==> src/rtl/dcwc_pkg.sv <==
// shared types and constants for the dctcp window controller
`timescale 1ns / 1ps
`default_nettype none

package dcwc_pkg;

  localparam int PSN_BITS        = 24;
  localparam int ALPHA_FRAC_BITS = 16;

  localparam int WIN_W     = 32;
  localparam int PKT_W     = 16;
  localparam int ALPHA_W   = ALPHA_FRAC_BITS + 1;
  localparam int GAIN_FRAC = 16;
  localparam int GAIN_W    = GAIN_FRAC + 1;
  localparam int CNT_W     = 32;

  localparam int DIV_W     = 32;
  localparam int STEP_W    = $clog2(DIV_W + 1);
  localparam int MUL_W     = 32;

  localparam int CFG_IDX_W  = 3;
  localparam int CFG_DATA_W = 32;

  localparam logic [ALPHA_W-1:0] ALPHA_ONE = ALPHA_W'(1) << ALPHA_FRAC_BITS;
  localparam logic [GAIN_W-1:0]  GAIN_ONE  = GAIN_W'(1) << GAIN_FRAC;
  localparam logic [WIN_W-1:0]   WIN_MAX   = '1;
  localparam logic [CNT_W-1:0]   CNT_MAX   = '1;

  typedef enum logic [CFG_IDX_W-1:0] {
    CFG_START_MODE   = 3'd0,
    CFG_PACKET_SIZE  = 3'd1,
    CFG_BASE_BDP     = 3'd2,
    CFG_START_WINDOW = 3'd3,
    CFG_AI_INCREMENT = 3'd4,
    CFG_GAIN         = 3'd5
  } cfg_idx_e;

  typedef enum logic {
    MODE_START = 1'b0,
    MODE_ACK   = 1'b1
  } item_mode_e;

  typedef struct packed {
    logic                mode;
    logic                ecn_marked;
    logic [PSN_BITS-1:0] ack_psn;
    logic [PSN_BITS-1:0] sender_next_psn;
  } in_item_t;

  typedef struct packed {
    logic [WIN_W-1:0]   window_bytes;
    logic [ALPHA_W-1:0] alpha_value;
    logic               in_slow_start;
  } out_item_t;

  typedef struct packed {
    logic              start;
    logic [DIV_W-1:0]  rem;
    logic [DIV_W-1:0]  dvd;
    logic [DIV_W-1:0]  divisor;
    logic [STEP_W-1:0] steps;
  } div_req_t;

  typedef struct packed {
    logic             done;
    logic [DIV_W-1:0] quo;
    logic [DIV_W-1:0] rem;
  } div_rsp_t;

  typedef struct packed {
    logic             start;
    logic [MUL_W-1:0] a;
    logic [MUL_W-1:0] b;
  } mul_req_t;

  typedef struct packed {
    logic               done;
    logic [2*MUL_W-1:0] prod;
  } mul_rsp_t;

endpackage

`default_nettype wire

==> src/rtl/dcwc_div.sv <==
// radix-2 restoring divider, one quotient bit per cycle
`timescale 1ns / 1ps
`default_nettype none

module dcwc_div import dcwc_pkg::*; (
  input  wire logic     clk_i,
  input  wire logic     rst_ni,
  input  wire div_req_t req_i,
  output div_rsp_t      rsp_o
);

  logic [STEP_W-1:0] count_q, count_d;
  logic              done_q, done_d;
  logic [DIV_W-1:0]  rem_q, rem_d;
  logic [DIV_W-1:0]  dvd_q, dvd_d;
  logic [DIV_W-1:0]  divisor_q, divisor_d;
  logic [DIV_W:0]    rem_sh;
  logic [DIV_W:0]    rem_sub;
  logic              qbit;

  always_comb begin
    rem_sh  = {rem_q, dvd_q[DIV_W-1]};
    rem_sub = rem_sh - {1'b0, divisor_q};
    qbit    = (rem_sh >= {1'b0, divisor_q});
    count_d   = count_q;
    rem_d     = rem_q;
    dvd_d     = dvd_q;
    divisor_d = divisor_q;
    done_d    = 1'b0;
    if (req_i.start) begin
      count_d   = req_i.steps;
      rem_d     = req_i.rem;
      dvd_d     = req_i.dvd;
      divisor_d = req_i.divisor;
    end else if (count_q != '0) begin
      count_d = count_q - STEP_W'(1);
      rem_d   = qbit ? rem_sub[DIV_W-1:0] : rem_sh[DIV_W-1:0];
      dvd_d   = {dvd_q[DIV_W-2:0], qbit};
      done_d  = (count_q == STEP_W'(1));
    end
  end

  always_ff @(posedge clk_i or negedge rst_ni) begin
    if (!rst_ni) begin
      count_q <= '0;
      done_q  <= 1'b0;
    end else begin
      count_q <= count_d;
      done_q  <= done_d;
    end
  end

  always_ff @(posedge clk_i) begin
    rem_q     <= rem_d;
    dvd_q     <= dvd_d;
    divisor_q <= divisor_d;
  end

  assign rsp_o.done = done_q;
  assign rsp_o.quo  = dvd_q;
  assign rsp_o.rem  = rem_q;

endmodule

`default_nettype wire

==> src/rtl/dcwc_mul.sv <==
// registered multiplier, operands captured, then product registered in the cycle after
`timescale 1ns / 1ps
`default_nettype none

module dcwc_mul import dcwc_pkg::*; (
  input  wire logic     clk_i,
  input  wire logic     rst_ni,
  input  wire mul_req_t req_i,
  output mul_rsp_t      rsp_o
);

  logic [MUL_W-1:0]   a_q, b_q;
  logic [2*MUL_W-1:0] prod_q;
  logic               stage_q, done_q;

  always_ff @(posedge clk_i or negedge rst_ni) begin
    if (!rst_ni) begin
      stage_q <= 1'b0;
      done_q  <= 1'b0;
    end else begin
      stage_q <= req_i.start;
      done_q  <= stage_q;
    end
  end

  always_ff @(posedge clk_i) begin
    if (req_i.start) begin
      a_q <= req_i.a;
      b_q <= req_i.b;
    end
    prod_q <= a_q * b_q;
  end

  assign rsp_o.done = done_q;
  assign rsp_o.prod = prod_q;

endmodule

`default_nettype wire

==> src/rtl/dctcp_window_controller.sv <==
// dctcp window controller top level: flow state, sequencer and output register
// start item or slow start ack: result registered in the output state, unless a stalled result holds it
// congestion avoidance ack: result passes, as needed, the 16-step marked fraction divide,
// the two alpha multiplies, and the window cut multiply or the two 32-step increase divides
// one item in work at a time: input stalls until the last result is in the output register
// reset puts the configuration at its defaults, alpha at one, other flow state and out valid at zero
`timescale 1ns / 1ps
`default_nettype none

module dctcp_window_controller import dcwc_pkg::*; (
  input  wire logic                  clk_i,
  input  wire logic                  rst_ni,
  input  wire logic                  in_valid_i,
  output logic                       in_stall_o,
  input  wire in_item_t              in_data_i,
  output logic                       out_valid_o,
  input  wire logic                  out_stall_i,
  output out_item_t                  out_data_o,
  input  wire logic                  cfg_valid_i,
  output logic                       cfg_ready_o,
  input  wire logic [CFG_IDX_W-1:0]  cfg_index_i,
  input  wire logic [CFG_DATA_W-1:0] cfg_data_i
);

  localparam int P1_W  = GAIN_W + ALPHA_W;
  localparam int SUM_W = P1_W + 1;
  localparam int RED_W = ALPHA_W + 1;
  localparam logic [RED_W-1:0] RED_ONE = RED_W'(1) << (ALPHA_FRAC_BITS + 1);

  typedef enum logic [10:0] {
    ST_IDLE      = 11'b00000000001,
    ST_CHECK     = 11'b00000000010,
    ST_RATIO_DIV = 11'b00000000100,
    ST_ALPHA_M1  = 11'b00000001000,
    ST_ALPHA_M2  = 11'b00000010000,
    ST_RED_CHECK = 11'b00000100000,
    ST_RED_MUL   = 11'b00001000000,
    ST_N_DIV     = 11'b00010000000,
    ST_AI_DIV    = 11'b00100000000,
    ST_OUT       = 11'b01000000000,
    ST_SPARE     = 11'b10000000000
  } state_e;

  state_e state_q, state_d;

  // configuration
  logic             start_mode_q;
  logic [PKT_W-1:0] packet_size_q;
  logic [WIN_W-1:0] base_bdp_q, start_window_q, ai_increment_q;
  logic [GAIN_W-1:0] gain_q;

  // flow state
  logic [WIN_W-1:0]    window_q, window_d;
  logic [ALPHA_W-1:0]  alpha_q, alpha_d;
  logic                ss_q, ss_d;
  logic [CNT_W-1:0]    marked_q, marked_d, acks_q, acks_d;
  logic [PSN_BITS-1:0] aum_q, aum_d, rm_q, rm_d;
  logic                aum_valid_q, aum_valid_d;

  // item and scratch
  logic                ecn_q, ecn_d;
  logic [PSN_BITS-1:0] ack_q, ack_d, next_q, next_d;
  logic [ALPHA_W-1:0]  ratio_q, ratio_d;
  logic [P1_W-1:0]     p1_q, p1_d;

  logic      out_valid_q, out_valid_d;
  out_item_t out_q, out_d;

  div_req_t div_req;
  div_rsp_t div_rsp;
  mul_req_t mul_req;
  mul_rsp_t mul_rsp;

  logic [GAIN_W-1:0]  gain_eff, one_minus_g;
  logic [PKT_W-1:0]   pkt_eff;
  logic [RED_W-1:0]   red_factor;
  logic [SUM_W-1:0]   alpha_sum;
  logic [DIV_W-1:0]   ceil_q;
  logic [DIV_W-1:0]   n_pkts;
  logic [WIN_W:0]     win_sum;
  logic [WIN_W:0]     ss_sum;

  dcwc_div u_div (
    .clk_i  (clk_i),
    .rst_ni (rst_ni),
    .req_i  (div_req),
    .rsp_o  (div_rsp)
  );

  dcwc_mul u_mul (
    .clk_i  (clk_i),
    .rst_ni (rst_ni),
    .req_i  (mul_req),
    .rsp_o  (mul_rsp)
  );

  assign cfg_ready_o = 1'b1;

  always_ff @(posedge clk_i or negedge rst_ni) begin
    if (!rst_ni) begin
      start_mode_q    <= 1'b0;
      packet_size_q   <= PKT_W'(1000);
      base_bdp_q      <= WIN_W'(100000);
      start_window_q  <= WIN_W'(100000);
      ai_increment_q  <= WIN_W'(50);
      gain_q          <= GAIN_ONE;
    end else if (cfg_valid_i && cfg_ready_o) begin
      unique case (cfg_idx_e'(cfg_index_i))
        CFG_START_MODE:   start_mode_q   <= cfg_data_i[0];
        CFG_PACKET_SIZE:  packet_size_q  <= cfg_data_i[PKT_W-1:0];
        CFG_BASE_BDP:     base_bdp_q     <= cfg_data_i[WIN_W-1:0];
        CFG_START_WINDOW: start_window_q <= cfg_data_i[WIN_W-1:0];
        CFG_AI_INCREMENT: ai_increment_q <= cfg_data_i[WIN_W-1:0];
        CFG_GAIN:         gain_q         <= cfg_data_i[GAIN_W-1:0];
        default: ;
      endcase
    end
  end

  always_comb begin
    gain_eff    = (gain_q > GAIN_ONE) ? GAIN_ONE : gain_q;
    one_minus_g = GAIN_ONE - gain_eff;
    pkt_eff     = (packet_size_q == '0) ? PKT_W'(1) : packet_size_q;
    red_factor  = RED_ONE - {1'b0, alpha_q};
    alpha_sum   = {1'b0, p1_q} + {1'b0, mul_rsp.prod[P1_W-1:0]};
    ceil_q      = div_rsp.quo + DIV_W'(div_rsp.rem != '0);
    n_pkts      = (ceil_q == '0) ? DIV_W'(1) : ceil_q;
    win_sum     = {1'b0, window_q} + {1'b0, ceil_q};
    ss_sum      = {1'b0, window_q} + (WIN_W + 1)'(packet_size_q);
  end

  always_comb begin
    state_d     = state_q;
    window_d    = window_q;
    alpha_d     = alpha_q;
    ss_d        = ss_q;
    marked_d    = marked_q;
    acks_d      = acks_q;
    aum_d       = aum_q;
    aum_valid_d = aum_valid_q;
    rm_d        = rm_q;
    ecn_d       = ecn_q;
    ack_d       = ack_q;
    next_d      = next_q;
    ratio_d     = ratio_q;
    p1_d        = p1_q;
    out_valid_d = out_valid_q && out_stall_i;
    out_d       = out_q;
    div_req     = '0;
    mul_req     = '0;

    unique case (state_q)
      ST_IDLE: begin
        if (in_valid_i) begin
          ecn_d  = in_data_i.ecn_marked;
          ack_d  = in_data_i.ack_psn;
          next_d = in_data_i.sender_next_psn;
          if (item_mode_e'(in_data_i.mode) == MODE_START) begin
            window_d    = start_mode_q ? start_window_q : WIN_W'(packet_size_q);
            ss_d        = !start_mode_q;
            alpha_d     = ALPHA_ONE;
            marked_d    = '0;
            acks_d      = '0;
            aum_d       = '0;
            rm_d        = '0;
            aum_valid_d = 1'b0;
            state_d     = ST_OUT;
          end else begin
            if (in_data_i.ecn_marked && marked_q != CNT_MAX) begin
              marked_d = marked_q + CNT_W'(1);
            end
            if (acks_q != CNT_MAX) begin
              acks_d = acks_q + CNT_W'(1);
            end
            if (ss_q && !in_data_i.ecn_marked && window_q < base_bdp_q) begin
              window_d = ss_sum[WIN_W] ? WIN_MAX : ss_sum[WIN_W-1:0];
              state_d  = ST_OUT;
            end else begin
              ss_d    = 1'b0;
              state_d = ST_CHECK;
            end
          end
        end
      end
      ST_CHECK: begin
        state_d = ST_RED_CHECK;
        if (ack_q > aum_q) begin
          aum_d       = next_q;
          aum_valid_d = 1'b1;
          if (aum_valid_q) begin
            if (acks_q == '0 || marked_q >= acks_q) begin
              ratio_d     = (acks_q == '0) ? '0 : ALPHA_ONE;
              mul_req.start = 1'b1;
              mul_req.a   = MUL_W'(one_minus_g);
              mul_req.b   = MUL_W'(alpha_q);
              state_d     = ST_ALPHA_M1;
            end else begin
              div_req.start   = 1'b1;
              div_req.rem     = DIV_W'(marked_q);
              div_req.dvd     = '0;
              div_req.divisor = DIV_W'(acks_q);
              div_req.steps   = STEP_W'(ALPHA_FRAC_BITS);
              state_d         = ST_RATIO_DIV;
            end
          end
        end
      end
      ST_RATIO_DIV: begin
        if (div_rsp.done) begin
          ratio_d       = div_rsp.quo[ALPHA_W-1:0];
          mul_req.start = 1'b1;
          mul_req.a     = MUL_W'(one_minus_g);
          mul_req.b     = MUL_W'(alpha_q);
          state_d       = ST_ALPHA_M1;
        end
      end
      ST_ALPHA_M1: begin
        if (mul_rsp.done) begin
          p1_d          = mul_rsp.prod[P1_W-1:0];
          mul_req.start = 1'b1;
          mul_req.a     = MUL_W'(ratio_q);
          mul_req.b     = MUL_W'(gain_eff);
          state_d       = ST_ALPHA_M2;
        end
      end
      ST_ALPHA_M2: begin
        if (mul_rsp.done) begin
          if (alpha_sum[SUM_W-1:GAIN_FRAC] > (SUM_W - GAIN_FRAC)'(ALPHA_ONE)) begin
            alpha_d = ALPHA_ONE;
          end else begin
            alpha_d = alpha_sum[GAIN_FRAC +: ALPHA_W];
          end
          marked_d = '0;
          acks_d   = '0;
          state_d  = ST_RED_CHECK;
        end
      end
      ST_RED_CHECK: begin
        if (ack_q > rm_q) begin
          if (ecn_q) begin
            mul_req.start = 1'b1;
            mul_req.a     = MUL_W'(window_q);
            mul_req.b     = MUL_W'(red_factor);
            state_d       = ST_RED_MUL;
          end else begin
            div_req.start   = 1'b1;
            div_req.rem     = '0;
            div_req.dvd     = DIV_W'(window_q);
            div_req.divisor = DIV_W'(pkt_eff);
            div_req.steps   = STEP_W'(DIV_W);
            state_d         = ST_N_DIV;
          end
        end else begin
          state_d = ST_OUT;
        end
      end
      ST_RED_MUL: begin
        if (mul_rsp.done) begin
          window_d = mul_rsp.prod[ALPHA_FRAC_BITS + 1 +: WIN_W];
          rm_d     = next_q;
          state_d  = ST_OUT;
        end
      end
      ST_N_DIV: begin
        if (div_rsp.done) begin
          div_req.start   = 1'b1;
          div_req.rem     = '0;
          div_req.dvd     = DIV_W'(ai_increment_q);
          div_req.divisor = n_pkts;
          div_req.steps   = STEP_W'(DIV_W);
          state_d         = ST_AI_DIV;
        end
      end
      ST_AI_DIV: begin
        if (div_rsp.done) begin
          window_d = win_sum[WIN_W] ? WIN_MAX : win_sum[WIN_W-1:0];
          state_d  = ST_OUT;
        end
      end
      ST_OUT: begin
        if (!out_valid_q || !out_stall_i) begin
          out_valid_d         = 1'b1;
          out_d.window_bytes  = window_q;
          out_d.alpha_value   = alpha_q;
          out_d.in_slow_start = ss_q;
          state_d             = ST_IDLE;
        end
      end
      default: begin
        state_d = ST_IDLE;
      end
    endcase
  end

  always_ff @(posedge clk_i or negedge rst_ni) begin
    if (!rst_ni) begin
      state_q     <= ST_IDLE;
      window_q    <= '0;
      alpha_q     <= ALPHA_ONE;
      ss_q        <= 1'b0;
      marked_q    <= '0;
      acks_q      <= '0;
      aum_q       <= '0;
      aum_valid_q <= 1'b0;
      rm_q        <= '0;
      out_valid_q <= 1'b0;
    end else begin
      state_q     <= state_d;
      window_q    <= window_d;
      alpha_q     <= alpha_d;
      ss_q        <= ss_d;
      marked_q    <= marked_d;
      acks_q      <= acks_d;
      aum_q       <= aum_d;
      aum_valid_q <= aum_valid_d;
      rm_q        <= rm_d;
      out_valid_q <= out_valid_d;
    end
  end

  always_ff @(posedge clk_i) begin
    ecn_q   <= ecn_d;
    ack_q   <= ack_d;
    next_q  <= next_d;
    ratio_q <= ratio_d;
    p1_q    <= p1_d;
    out_q   <= out_d;
  end

  assign in_stall_o  = (state_q != ST_IDLE);
  assign out_valid_o = out_valid_q;
  assign out_data_o  = out_q;

endmodule

`default_nettype wire

==> config.mk <==
export PLATFORM = sky130hd
export DESIGN_NAME = dctcp_window_controller
export DESIGN_NICKNAME = d
export VERILOG_FILES = /design/src/rtl/dcwc_pkg.sv /design/src/rtl/dcwc_div.sv /design/src/rtl/dcwc_mul.sv /design/src/rtl/dctcp_window_controller.sv
export SDC_FILE = /design/constraint.sdc
export NUM_CORES = 2
export LEC_CHECK = 0
export ABC_AREA = 1
export BUFFER_PORTS_ARGS = -buffer_cell sky130_fd_sc_hd__clkbuf_2
export CAP_MARGIN = 20
export CORE_ASPECT_RATIO = 0.9
export CORE_UTILIZATION = 30
export CTS_CLUSTER_DIAMETER = 120
export DETAILED_ROUTE_END_ITERATION = 16
export PLACE_DENSITY_LB_ADDON = 0.12
export SYNTH_ARGS = -nofsm -noshare
export SYNTH_HDL_FRONTEND = slang
export SYNTH_SLANG_ARGS = --single-unit
==> constraint.sdc <==
create_clock -name clk_i -period 9.45 [get_ports clk_i]
set_clock_uncertainty 0.2 [all_clocks]
set_input_delay 1.89 -clock clk_i [delete_from_list [all_inputs] [get_ports clk_i]]
set_output_delay 1.89 -clock clk_i [all_outputs]
set_load 0.02 [all_outputs]
; ---- Yosys cells after proc, flatten, opt, wreduce, memory -nomap -nowiden
; Index checks and enable logic that the tools add are counted.
[classes]
div = 0
n_bitwise = 0
reduce_logical = 40
order_cmp = 7
n_shift = 0
muxes = 86
eq_ne = 35
add_sub_neg = 10
n_mul = 1
[ops]
columns = operator, n
row1 = 32-bit 2-to-1 mux, 21
row2 = 103-bit 2-to-1 mux, 6
row3 = 65-bit 2-to-1 mux, 7
row4 = 103-bit case mux with 3 select lines, 1
row5 = 65-bit case mux with 4 select lines, 1
row6 = 17-bit 2-to-1 mux, 10
row7 = 32-bit case mux with 2 select lines, 2
row8 = 11-bit case mux with 10 select lines, 1
row9 = 11-bit 2-to-1 mux, 9
row10 = 24-bit 2-to-1 mux, 4
row11 = 24-bit case mux with 2 select lines, 2
row12 = 32-bit case mux with 3 select lines, 1
row13 = 17-bit case mux with 2 select lines, 2
row14 = "32-bit by 1-bit adder with 32-bit output, second input constant", 2
row15 = 32-bit zero test, 2
row16 = "32-bit inequality test, second input constant", 2
row17 = 32-bit by 32-bit multiplier with 49-bit output, 1
row18 = 24-bit > comparator, 2
row19 = 34-bit by 34-bit adder with 35-bit output, 1
row20 = 32-bit by 16-bit adder with 33-bit output, 1
row21 = 32-bit by 32-bit adder with 33-bit output, 1
row22 = 33-bit by 32-bit >= comparator with 1-bit output, 1
row23 = 32-bit by 1-bit adder with 32-bit output, 1
row24 = 32-bit >= comparator, 1
row25 = other kinds (46), 97
[totals]
ff_bits = 673
mem_bits_ro = 0
input_bits = 90
ram_bits = 0
latchBits = 0
output_inout_bits = 53
wordCells = 213
n_memories = 0

; ---- Depth between registers and ports, before layout
[depth]
depth_word = 7
ltp_mapped = 32
depth_no_buf = 30

; ---- Hierarchy
; Synthesis repeated with hierarchy kept, for this count alone.
[unflattened]
cells_unflattened = 10426
area_unflattened_um2 = 78146.2
[modules_own_cells]
columns = module, cells_per_inst, area_per_inst_um2, n_inst, seq_area_each_um2
row1 = dcwc_mul, 5022, 39052.5, 1, 3253.1
row2 = dctcp_window_controller, 4402, 31712.9, 1, 12141.6
row3 = dcwc_div, 1002, 7380.8, 1, 3057.9

; ---- Least setup slack after synthesis
; No wires, ideal clock.
[synth_timing]
kind = flip-flop to flip-flop
from = reg u_mul.a_q[7]
to = reg u_mul.prod_q[28]
setup_slack_ps = 2485
arrival_ps = 6694
path_stages_with_launch = 29
setup_time_ps = 72
period_less_slack_ps = 6965
required_ps = 9178
n_path_buf = 2
cell_sequence = edfxtp_1 -> clkbuf_1 -> clkbuf_1 -> nand2_1 -> fa_1 -> inv_1 -> fa_1 -> fa_1 -> inv_1 -> fa_1 -> inv_1 -> fa_1 -> inv_1 -> fa_1 -> inv_1 -> fa_1 -> inv_1 -> fa_1 -> inv_1 -> ha_1 -> nand2_1 -> nor2_1 -> inv_1 -> nor4_1 -> a21oi_1 -> o21ai_0 -> nand2_1 -> nand2_1 -> xor2_1
[synth_between]
elab_chain_len = 1
[synth_lines]
columns = element, line_no
row1 = start: declaration, dcwc_mul.sv:12  ; logic [MUL_W-1:0] a_q, b_q;
row2 = start signal: assignment, dcwc_mul.sv:28  ; a_q <= req_i.a;
row3 = 32-bit by 32-bit multiplier with 49-bit output, dcwc_mul.sv:31  ; prod_q <= a_q * b_q;
row4 = end signal: assignment, dcwc_mul.sv:31
row5 = end: declaration, dcwc_mul.sv:13  ; logic [2*MUL_W-1:0] prod_q;
; Every way passes these cells.
; A chain may end at the register's enable or synchronous reset.

; ---- Worst setup path in the final report
[layout_timing]
from = reg u_mul.b_q[2]
to = reg u_mul.prod_q[28]
[layout_between]
elab_chain_len = 1
[layout_lines]
columns = element, line_no
row1 = start: declaration, dcwc_mul.sv:12
row2 = start signal: assignment, dcwc_mul.sv:29  ; b_q <= req_i.b;
row3 = 32-bit by 32-bit multiplier with 49-bit output, dcwc_mul.sv:31
; Every way passes these cells.

==> flow_summary.toml <==
[status]
status = "finished clean"

[global_routing]
grt_pass1_vias = 52937
grt_antenna_before_repair = 14
grt_use_total_pct = 22.8
grt_pass1_wl_mm = 351
grt_overflow = 0
grt_start_max_net_pins = 131

[cts]
cts_setup_buffers = 0
tritoncts = "done"
worstSkewPairLatency_ns = 0.74
cts.sinks = 658
cts_buffers = 86
clk_pin_slew_ns = 0.06
hold_buffers = 0
cts-resized-gates = 0
htreeDepth = 3
cts_root_buf = "clkbuf_16"
clk_path_buf_depth = 3

[synthesis]
synth_xor_area_share_pct = 2.59
synth_warnings = 0
syn_avg_cell_area_um2 = 7.68
yosys.area_share.simple_pct = 22.6
syn_area_um2 = 60900
ys_ff_latch = 658
synthAdderAreaFrac_pct = 25.3
ys.flop_type = "edfxtp_1"
synth_fp_nets = 8964
yosysUniqueCellTypes = 61
synth_top_family_by_area = "adder cells"
async_flop_share_pct = 47.6
synth_edf_count = 296
synthCells = 7928
synth_mux_area_share_pct = 0.0164
seq_area_frac_synth_pct = 29.1
synth-compound-area-share_pct = 8.57

[detailed_routing]
wirelength_mm = 233
vias_per_cell = 4.85
dr.pass1.iters = 7
antenna_left = 0
wl_per_cell_um = 21.6
drtIter0Drc = 4074
num_vias = 52264
drc = 0

[timing]
slew_headroom_pct = 18.9
setup_violations = 0
finalCritPeriodShare_pct = 82.4
fmax_mhz = 128
drv_slew = 0
fin_setup_tns_ns = 0
rsz0062_at_grt = "no"
worst_pin_slew_ns = 1.22
final-hold-violation-count = 0
period_needed_ns = 7.79

[die]
rows = 156
die_h_um = 430
core_area_um2 = 201000
dieArea_um2 = 205000
die_w_um = 477
io_pins = 143
start_util_pct = 30.3

[critical_path]
cpMaxStageDelayCell = "edfxtp_1"
critPathArrivalTime_ns = 8.25
required_ns = 9.91
r2r_end = "u_mul.prod_q[28]"
critPathKind = "reg -> reg"
worst_setup_path_end_kind = "flop"
critPathLaunchType = "flop"
crit-reg2reg-launch = "u_mul.b_q[2]"
cpPeakStageDelay_ns = 0.81
path_max_fanout = 17
reg2reg_slack_ns = 1.66
critPathLaunch = "u_mul.b_q[2]"
reg2reg_depth = 27
endpoint = "u_mul.prod_q[28]"

[cells_and_area]
fillers = 21501
finalNetCount = 9039
drive_gt1_share_pct = 5.79
syn_to_final_growth_pct = 11.2

[placed_design]
gp_congestion = 0.923
dpl.hpwl_mm = 184
portBuffers = 141

[flow_run]
max_cap_violations = 0

[min_path]
min_path_type = "reg -> reg"
## critical path, delay by kind of cell, from the launching register on
family | cells | cell delay [ns]
adder cells (fa/ha/maj) | 9 | 4.28
AND/OR/NAND/NOR | 6 | 0.92
AO/OA/AOI/OAI | 2 | 0.50
buffers and inverters | 9 | 0.90
flip-flops | 1 | 0.81
XOR/XNOR | 1 | 0.14
## worst min path at each step
stage,from,to,depth (start not counted)
finish,u_mul.stage_q,u_mul.done_q,0
global route,u_mul.stage_q,u_mul.done_q,0
CTS,u_mul.stage_q,u_mul.done_q,0
detailed placement,u_mul.stage_q,u_mul.done_q,0
global placement,u_mul.stage_q,u_mul.done_q,0
floorplan,u_mul.stage_q,u_mul.done_q,0
## cells in the mapped netlist, types with 28 or more instances
library cell | n | share of area, %
o211ai_1 | 31 | 0.38
o21bai_1 | 29 | 0.36
nand2_1 | 2079 | 13
inv_1 | 1615 | 10
a21oi_1 | 280 | 2.3
nor2_1 | 553 | 3.4
nand4_1 | 102 | 1.0
a22oi_1 | 53 | 0.65
nand3_1 | 350 | 2.9
o22ai_1 | 33 | 0.34
xor2_1 | 133 | 1.9
a31oi_1 | 28 | 0.29
o21ai_0 | 398 | 3.3
edfxtp_1 | 296 | 15
dfrtp_1 | 289 | 12
nor4_1 | 42 | 0.43
ha_1 | 466 | 9.6
nor3_1 | 127 | 1.0
dfxtp_1 | 49 | 1.6
buf_2 | 44 | 0.36
xnor2_1 | 47 | 0.68
clkbuf_1 | 184 | 1.1
fa_1 | 480 | 16
## metrics by stage
step                      hold slack [ns]  cell area (µm²)  util [%]  cells  setup WS [ns]
after floorplan                     0.131            60900         -   7928           2.48
after global placement              0.134            64700      32.2  10598           1.63
after detailed placement            0.144            64800      32.2  10600           1.67
after CTS                           0.142            67700      33.6  10761           1.63
after global routing                0.167            67700      33.6  10766           1.16
final                               0.144            67700      33.7  10769           1.66
## cells in the final DEF (no fill, tap or decap), types with 140 or more instances in the layout
cell | synthesis | routed
o21ai_0 | 398 | 398
clkbuf_2 | 0 | 140
nand2_1 | 2079 | 2077
nor2_1 | 553 | 550
edfxtp_1 | 296 | 296
nand3_1 | 350 | 347
a21oi_1 | 280 | 280
ha_1 | 466 | 466
inv_1 | 1615 | 1615
fa_1 | 480 | 480
dfrtp_1 | 289 | 289
## area by class of cell
type	count	area, µm²	share of cell area (%)
well taps	2686	3360	4.96
clock inverters	50	546	0.806
flip-flops and latches	658	17700	26.2
inverters	1631	6120	9.04
diodes	7	17.5	0.0259
clock buffers	111	2360	3.48
repair buffers	243	1530	2.25
multi-input cells	5383	36100	53.2
## metal layers
metal / share of wire, % / vias to the layer above / GRT usage [%]
met5: 0 / - / 0
met1: 47 / 25671 / 32.5
met2: 45 / 1352 / 36.3
met4: 2.5 / 0 / 5.71
li1: - / 25010 / -
met3: 5.2 / 231 / 2.86
## kinds of logic after synthesis
kind of cell               Yosys count
AOI/OAI and AO/OA                  933
xor gates and xnor gates           180
adders and majority gates          946
buffers and inverters             1887
DFF                                658
muxes                                1
other                                1
and+or+nand+nor                   3322
## registers in the layout (all words and copies together), names as in the netlist, 24 cells and up
| name | count |
|---|---|
| start_window_q | 32 |
| aum_q | 24 |
| p1_q | 34 |
| base_bdp_q | 32 |
| u_div.dvd_q | 32 |
| ai_increment_q | 32 |
| window_q | 32 |
| rm_q | 24 |
| ack_q | 24 |
| next_q | 24 |
| out_data_o | 50 |
| u_mul.prod_q | 49 |
| acks_q | 32 |
| marked_q | 32 |
| u_mul.a_q | 32 |
| u_div.divisor_q | 32 |
| u_div.rem_q | 32 |
Power is left out: the tool's default activity adds up to more than one toggle a clock period on the data nets, which glitch-free logic cannot reach.
